File: config.mk
export PLATFORM = sky130hd
export DESIGN_NAME = bbrq_front
export DESIGN_NICKNAME = d
export VERILOG_FILES = /design/src/rtl/core/bbrq_pkg.sv /design/src/rtl/core/bbrq_front.sv
export SDC_FILE = /design/constraint.sdc
export NUM_CORES = 1
export LEC_CHECK = 0
export ABC_AREA = 1
export BUFFER_PORTS_ARGS = -buffer_cell sky130_fd_sc_hd__buf_2
export CAP_MARGIN = 15
export CORE_MARGIN = 5
export CORE_UTILIZATION = 40
export DETAILED_ROUTE_END_ITERATION = 16
export MAX_ROUTING_LAYER = met4
export PLACE_DENSITY = 0.67
export SLEW_MARGIN = 15
export SYNTH_ARGS = -nofsm -noshare
export SYNTH_HDL_FRONTEND = slang
export SYNTH_SLANG_ARGS = --single-unit
File: constraint.sdc
create_clock -name clk -period 7.65 [get_ports clk]
set_input_delay 0.3825 -clock clk [delete_from_list [all_inputs] [get_ports clk]]
set_output_delay 0.3825 -clock clk [all_outputs]
set_load 0.01 [all_outputs]
File: src/rtl/core/bbrq_pkg.sv
// bbrq_pkg: shared types, codes, widths and reset values of the record queue
// no dependencies; imported by bbrq_front, bbrq_back and the top module
package bbrq_pkg;

  localparam int QUEUE_DEPTH_DEF  = 256;
  localparam int BATCH_MAX_DEF    = 64;
  localparam int HANDLE_WIDTH_DEF = 16;

  localparam int REQ_W       = 2;
  localparam int BYTES_W     = 20;
  localparam int QLR_W       = 9;
  localparam int TOTAL_W     = 24;
  localparam int BLR_W       = 7;
  localparam int CNT_OUT_W   = 32;
  localparam int KIND_W      = 2;
  localparam int REG_IDX_W   = 2;
  localparam int CFG_DATA_W  = 24;

  localparam int CMDQ_DEPTH  = 2;
  localparam int CMDQ_AW     = $clog2(CMDQ_DEPTH);
  localparam int CMDQ_FILL_W = $clog2(CMDQ_DEPTH + 1);

  localparam logic [QLR_W-1:0]   QLR_RESET = 9'd256;
  localparam logic [TOTAL_W-1:0] QLB_RESET = 24'd1048576;
  localparam logic [BLR_W-1:0]   BLR_RESET = 7'd64;
  localparam logic [TOTAL_W-1:0] BLB_RESET = 24'd65536;

  localparam logic [REG_IDX_W-1:0] REG_QUEUE_LIMIT_RECORDS = 2'd0;
  localparam logic [REG_IDX_W-1:0] REG_QUEUE_LIMIT_BYTES   = 2'd1;
  localparam logic [REG_IDX_W-1:0] REG_BATCH_LIMIT_RECORDS = 2'd2;
  localparam logic [REG_IDX_W-1:0] REG_BATCH_LIMIT_BYTES   = 2'd3;

  localparam logic [REQ_W-1:0] REQ_ENQUEUE    = 2'd0;
  localparam logic [REQ_W-1:0] REQ_TAKE_BATCH = 2'd1;
  localparam logic [REQ_W-1:0] REQ_DROP_ALL   = 2'd2;
  localparam logic [REQ_W-1:0] REQ_CLOSE      = 2'd3;

  typedef enum logic [1:0] {
    OP_ENQ   = 2'd0,
    OP_TAKE  = 2'd1,
    OP_DROP  = 2'd2,
    OP_CLOSE = 2'd3
  } op_t;

  typedef enum logic [KIND_W-1:0] {
    KIND_ENQ   = 2'd0,
    KIND_ENTRY = 2'd1,
    KIND_EMPTY = 2'd2,
    KIND_DONE  = 2'd3
  } kind_t;

  typedef struct packed {
    op_t                op;
    logic [BYTES_W-1:0] bytes;
  } cmd_t;

  function automatic logic [CNT_OUT_W-1:0] sat32(input logic [CNT_OUT_W:0] s);
    return s[CNT_OUT_W] ? '1 : s[CNT_OUT_W-1:0];
  endfunction

endpackage

File: src/rtl/core/bbrq_front.sv
// bbrq_front: takes command items, decodes the request and holds them in a short queue
// depends on bbrq_pkg
module bbrq_front import bbrq_pkg::*; #(
  parameter int HANDLE_WIDTH = HANDLE_WIDTH_DEF
) (
  input  logic                    clk,
  input  logic                    rst_n,
  input  logic                    start,
  output logic                    busy,
  input  logic [REQ_W-1:0]        in_req_type,
  input  logic [HANDLE_WIDTH-1:0] in_record_handle,
  input  logic [BYTES_W-1:0]      in_record_bytes,
  output logic                    cmd_valid,
  output cmd_t                    cmd,
  output logic [HANDLE_WIDTH-1:0] cmd_handle,
  input  logic                    cmd_pop
);

  cmd_t                    cmdq_r [CMDQ_DEPTH];
  logic [HANDLE_WIDTH-1:0] hndq_r [CMDQ_DEPTH];
  logic [CMDQ_AW-1:0]      wr_ptr_r;
  logic [CMDQ_AW-1:0]      rd_ptr_r;
  logic [CMDQ_FILL_W-1:0]  fill_r;
  logic                    push;
  op_t                     op_dec;

  always_comb begin
    unique case (in_req_type)
      REQ_ENQUEUE:    op_dec = OP_ENQ;
      REQ_TAKE_BATCH: op_dec = OP_TAKE;
      REQ_DROP_ALL:   op_dec = OP_DROP;
      REQ_CLOSE:      op_dec = OP_CLOSE;
      default:        op_dec = OP_ENQ;
    endcase
  end

  assign busy      = (fill_r == CMDQ_FILL_W'(CMDQ_DEPTH));
  assign push      = start && !busy;
  assign cmd_valid = (fill_r != '0);
  assign cmd       = cmdq_r[rd_ptr_r];
  assign cmd_handle = hndq_r[rd_ptr_r];

  always_ff @(posedge clk) begin
    if (!rst_n) begin
      wr_ptr_r <= '0;
      rd_ptr_r <= '0;
      fill_r   <= '0;
    end else begin
      if (push) begin
        wr_ptr_r <= wr_ptr_r + 1'b1;
      end
      if (cmd_pop) begin
        rd_ptr_r <= rd_ptr_r + 1'b1;
      end
      if (push && !cmd_pop) begin
        fill_r <= fill_r + 1'b1;
      end else if (!push && cmd_pop) begin
        fill_r <= fill_r - 1'b1;
      end
    end
  end

  always_ff @(posedge clk) begin
    if (push) begin
      cmdq_r[wr_ptr_r] <= '{op: op_dec, bytes: in_record_bytes};
      hndq_r[wr_ptr_r] <= in_record_handle;
    end
  end

endmodule

==> impl_metrics.ini, run 1 <==
[sta]
fin_ws_ps = 5291
max_freq_ghz = 0.4240
slew_viol_final = 0
hold_ws_ps = 237.3
final_hold_viol_count = 0
slew_headroom_pct = 25.73
period_needed_ps = 2359
worst_pin_slew_ps = 1114
setup_viol = 0
fin_tns_setup_ps = 0
post-route-period-util_pct = 30.83
finClkSkew_ps = 6.935
rsz0062_at_grt = false

[floorplanning]
dieArea_mm2 = 0.009525
io_pins = 82
initial_utilization_pct = 40.35
die_h_um = 97.60
row_count = 32
core_mm2 = 0.007607
fp.dieW_um = 97.60

[status]
status = complete, no violations

[yosys]
syn_inst = 156
synth_common_cells = 76 x edfxtp_1, 20 x mux2_4, 18 x mux2_2, 9 x nor2_1, 8 x inv_1
ys_ff_latch = 81
syn-cell-area_mm2 = 0.003069
synth_top_cell_by_area = edfxtp_1
synth_fp_nets = 199
synth_top_area_share_pct = 74.36
yosys_warnings = 0
synth_seq_area_share_pct = 77.62
netlist_top_cells_area = edfxtp_1 74%, mux2_4 9.8%, mux2_2 6.6%, dfxtp_1 3.3%, nor2_1 1.1%
yosysMostFrequentCell = edfxtp_1
ys_types = 16
synth-main-ff-cell = edfxtp_1
avgSynthCellArea_um2 = 19.67
synth_edf_count = 76
synthArstFlopShare_pct = 0

[cts]
cts_sinks = 81
clk_pin_slew_worst_paths_ps = 70
post_cts_buffers = 0
hold_buffers = 0
cts_tree = built
worstSkewPairLatency_ps = 330
cts_max_level = 3
cts-resized-gates = 0
cts_root_buffer = clkbuf_8
cts_buffers = 9
cts_buffer_depth = 2

[pwr]
ir_drop_uv = 117.5
power.leakage_nw = 1.486
power_per_cell_area_mw_per_mm2 = 249.6

[grt]
antenna_found_initial = 0
grt_max_degree = 39
grt_first_pass_wirelength_um = 7928
grt_pass1_vias = 1669
grt_usage_pct = 11.08
gr-total-overflow = 0

[worst_setup_path]
cp.arrival_ps = 1980
cp-end-kind = output port
start_kind = flop
path_class = flop to output port
worst_ep_required_time_ps = 7270
r2r_slack_ps = 6080
cp_max_fo = 38

[placement]
io_buffers = 81
dp_worst_setup_slack_ps = 5586
dp.cells = 333
dpl.hpwl_um = 3188
gp_congestion = 0.6782
dpl_cell_area_mm2 = 0.003572

[cells_and_area]
layout-drive-gt1-share_pct = 55.47
diodes = 0
seqCellArea_mm2 = 0.002384
multiInputGateArea_um2 = 625.6
design_area_mm2 = 0.003794
nNetsFinal = 287
stdcell_count = 349
fillers = 671
area.growth.synth_to_final_pct = 23.60

[min_path]
min_path_type = primary input to flop

[run]
drv_cap = 0

[detailed_routing]
drtAntennaViolNets = 0
drt_iter0_drc = 40
drt-vias-per-instance = 4.516
routed_wl_um = 4934
post_drt_wl_per_cell_um = 14.14
route.vias.total = 1576
drc = 0
drtPass1Iterations = 4
-- state kept, by name, summed over array words and instances, names as in the netlist, named ones only --
signal and count:
cmdq_r 44, hndq_r 32, fill_r 2, rd_ptr_r 1
wr_ptr_r 1
-- kinds of logic (layout without fill, tap and decap cells) --
logic type               after synthesis  after routing  share of synthesized area [%]
AND/OR/NAND/NOR                       18             18                          2.324
AO/OA/AOI/OAI                          4              4                         0.7745
flip-flops                            81             81                          77.62
adder cells (fa/ha/maj)                1              1                         0.4076
buffers and inverters                 14            105                          2.487
multiplexers                          38             38                          16.39
-- final timing paths --
path,start,endpoint,depth (start not counted)
setup / recovery,flop,cmd[13],2
hold / removal,in_record_bytes[3],cmdq_r[0][3],1
setup reg to reg,fill_r[1],cmdq_r[0][13],4
hold reg to reg,rd_ptr_r,flop,2
-- worst max-delay path, stage by stage, from the launching register on --
cell	delay [ps]
dfxtp_2	1070
mux2_2	440
buf_2	140
-- stage by stage --
stage | utilization [%] | power (mW)
after floorplan | - | 0.6254
after global placement | 46.96 | 0.6736
after detailed placement | 46.96 | 0.6777
after CTS | 49.24 | 0.9588
after global routing | 49.87 | 0.9947
final | 49.87 | 0.9467
-- routing by layer --
| metal | GRT usage [%] | routed length (µm) | vias up |
|---|---|---|---|
| met5 | - | 0 | - |
| met4 | 5.751 | 76 | 0 |
| met1 | 12.27 | 2005 | 762 |
| met2 | 18.45 | 2576 | 50 |
| met3 | 2.800 | 276 | 7 |
| li1 | - | - | 757 |
-- cells in the final DEF (no fill, tap or decap), drive strengths merged --
master	netlist	final
nand4	1	1
mux2	38	38
o21ai	3	3
inv	8	8
a21oi	1	1
ha	1	1
buf	4	83
nor2	9	9
bufinv	0	1
clkinv	0	2
edfxtp	76	76
nand3	1	1
nand2	7	7
clkbuf	2	10
clkinvlp	0	1
dfxtp	5	5
-- layout make-up --
cell class / count / share of cell area (%)
Timing Repair Buffer: 83 / 11.94
Clock inverter: 4 / 1.220
Tap cell: 102 / 3.364
Multi-Input combinational cell: 61 / 16.49
Clock buffer: 10 / 3.364
Sequential cell: 81 / 62.83
Inverter: 8 / 0.7916
-- report_power, final --
group | switching (mW) | total [mW] | internal [mW] | leakage [nW]
Combinational | 0.0628 | 0.127 | 0.0645 | 0.650
Clock | 0.131 | 0.277 | 0.146 | 0.0856
Sequential | 0.0160 | 0.542 | 0.526 | 0.750
Total | 0.210 | 0.947 | 0.736 | 1.49
Power figures use the tool's default switching activity.
==> run 2, diff against run 1 <==
- ABC_AREA: 1 -> 0
- PLACE_DENSITY: 0.67 -> 0.68
- clock period: 7.65 -> 2.4 ns (I/O delays scaled with it)
==> run 2 against run 1 <==
- core utilization is 6.4 points higher
- register-to-register slack got worse by 5200 ps
- area after synthesis shrank 2.6%
- count of clock-buffer cells in the layout decreased by 1
- clock skew fell by 1.3 ps
- via count is 6.5% higher
==> impl_metrics.ini, run 2 <==
[pwr]
combPwrFrac_pct = 16.5
switchingPower_uw = 761.9
finalPower_mw = 3.210
switching_share_pct = 23.73
power_per_cell_area_mw_per_mm2 = 786.4
ir_drop_uv = 455.0
power.leakage_nw = 1.561
clkPwrFrac_pct = 29.2
p_int_mw = 2.449
p_seq_share_pct = 54.3

[cells_and_area]
largest_register_ffs = 44
design_area_mm2 = 0.004083
fillers = 580
nNetsFinal = 315
layout_common_cells = 81 x buf_2, 76 x edfxtp_1, 38 x dlygate4sd3_1, 36 x mux2_2, 9 x clkbuf_8
area.growth.synth_to_final_pct = 36.53
layout-drive-gt1-share_pct = 51.26
diodes = 0
layout_commonest_cell = buf_2
stdcell_count = 376
top_regs = cmdq_r: 44 flops, hndq_r: 32 flops, fill_r: 2 flops
largest-register = cmdq_r

[grt]
grt_first_pass_wirelength_um = 8066
grt_pass1_vias = 1721
grt_max_degree = 40
gr-total-overflow = 0
grt_usage_pct = 12.21
antenna_found_initial = 0

[placement]
dp_worst_setup_slack_ps = 842.5
dp.cells = 322
io_buffers = 81
gp_congestion = 0.7254
dpl_cell_area_mm2 = 0.003508
dpl.hpwl_um = 3322

[detailed_routing]
drc = 0
route.vias.total = 1679
drtAntennaViolNets = 0
drtPass1Iterations = 4
drt_iter0_drc = 35
post_drt_wl_per_cell_um = 14.52
routed_wl_um = 5461
drt-vias-per-instance = 4.465

[worst_setup_path]
cp.arrival_ps = 1630
cp_max_fo = 38
start_kind = flop
path_class = flop to output port
worst_ep_required_time_ps = 2280
cp-end-kind = output port

[sta]
rsz0062_at_grt = false
finClkSkew_ps = 5.663
slew_viol_final = 0
post-route-period-util_pct = 72.99
fin_ws_ps = 648.3
fin_tns_setup_ps = 0
worst_pin_slew_ps = 518.4
final_hold_viol_count = 0
max_freq_ghz = 0.5709
setup_viol = 0
slew_headroom_pct = 65.44
period_needed_ps = 1752

[floorplanning]
dieArea_mm2 = 0.009306
fp.dieW_um = 96.47
io_pins = 82
core_mm2 = 0.007253
die_h_um = 96.47
row_count = 31
initial_utilization_pct = 41.23

[yosys]
synth_seq_area_share_pct = 79.67
yosysMostFrequentCell = edfxtp_1
yosys_warnings = 0
synth-main-ff-cell = edfxtp_1
avgSynthCellArea_um2 = 20.62
syn_inst = 145
ys_ff_latch = 81
synth_common_cells = 76 x edfxtp_1, 36 x mux2_2, 5 x dfxtp_1, 3 x and2_1
syn-cell-area_mm2 = 0.002990
synth_top_cell_by_area = edfxtp_1
ys_types = 24
netlist_top_cells_area = edfxtp_1 76%, mux2_2 14%, dfxtp_1 3.3%, buf_6 0.75%, mux2_1 0.75%
synthArstFlopShare_pct = 0
synth_top_area_share_pct = 76.32
synth_fp_nets = 188
synth_edf_count = 76

[cts]
cts_root_buffer = clkbuf_8
cts_buffer_depth = 2
worstSkewPairLatency_ps = 330
clk_pin_slew_worst_paths_ps = 80
cts_sinks = 81
cts_tree = built
post_cts_buffers = 0
cts_max_level = 3
cts_buffers = 9
cts-resized-gates = 0

[status]
status = complete, no violations

[min_path]
min_path_type = primary input to flop

[run]
drv_cap = 0
==> run 2: cell types whose count changed after synthesis, sizes merged, moves of 2 or more <==
cell / previous run / this run
nor2: 9 / 1
nand2: 7 / 0
inv: 8 / 3
and2: 0 / 3
a21boi: 0 / 2
o21ai: 3 / 1
xor2: 0 / 2
==> run 2: final timing paths <==
path | from | end | slack (ps) | cells past startpoint
setup / recovery | flop | cmd_handle[14] | 650 | 3
hold / removal | rst_n | rd_ptr_r | 50 | 2
setup reg to reg | fill_r[0] | fill_r[1] | 840 | 6
hold reg to reg | fill_r[1] | fill_r[1] | 520 | 2
==> run 2: logic make-up (layout without fill, tap and decap cells) <==
family / count (synthesis) / after routing / synth area share, %
mux: 38 / 38 / 14.31
flops: 81 / 81 / 79.67
compound gates: 4 / 4 / 0.9206
simple gates: 9 / 9 / 2.009
buf+inv: 9 / 141 / 1.799
fa+ha+maj: 1 / 1 / 0.4183
xor+xnor: 3 / 3 / 0.8788
==> run 2: worst max-delay path, cell delays in order, from the launching register on <==
cell and delay, ps:
dfxtp_2 320, buf_4 420, mux2_2 400, buf_2 140
==> run 2: power groups by stage <==
stage / registers, mW / logic (mW) / clock network, mW
after CTS: 1.74 / 0.541 / 0.973
final: 1.74 / 0.530 / 0.936
after global placement: 1.77 / 0.484 / 0
after floorplan: 1.77 / 0.300 / 0
after detailed placement: 1.78 / 0.489 / 0
after global routing: 1.76 / 0.581 / 1.04
==> run 2: area by class of cell <==
cell class              instances  area, µm²  area share, %
clock inverters                 7      70.07          1.716
repair buffers                122      808.3          19.80
clock buffers                   9      123.9          3.034
well taps                      99      123.9          3.034
inverters                       3      11.26         0.2758
multi-input cells              55      561.8          13.76
flip-flops and latches         81       2384          58.38
==> run 2: per-stage QoR <==
stage / hold slack [ps] / utilization [%]
finish: 45.25 / 56.29
global route: 50.88 / 56.29
CTS: 36.24 / 56.29
global placement: 307.4 / 48.37
detailed placement: 313.5 / 48.37
floorplan: 218.9 / -
==> run 2: layer usage <==
metal / share of wire, % / track usage [%] / vias to the layer above / routed length, µm
met3: 5.2 / 2.556 / 6 / 284
met1: 42 / 13.83 / 814 / 2275
met5: 0 / - / - / 0
met2: 51 / 20.17 / 50 / 2811
met4: 1.6 / 6.893 / 0 / 90
li1: - / - / 809 / -
==> run 2: repair_timing <==
action / 4_1_cts / 5_1_grt
hold buffers: 38 / 0
endpoints found under the hold margin: 76 / 0
endpoints found under the setup margin: 0 / 0
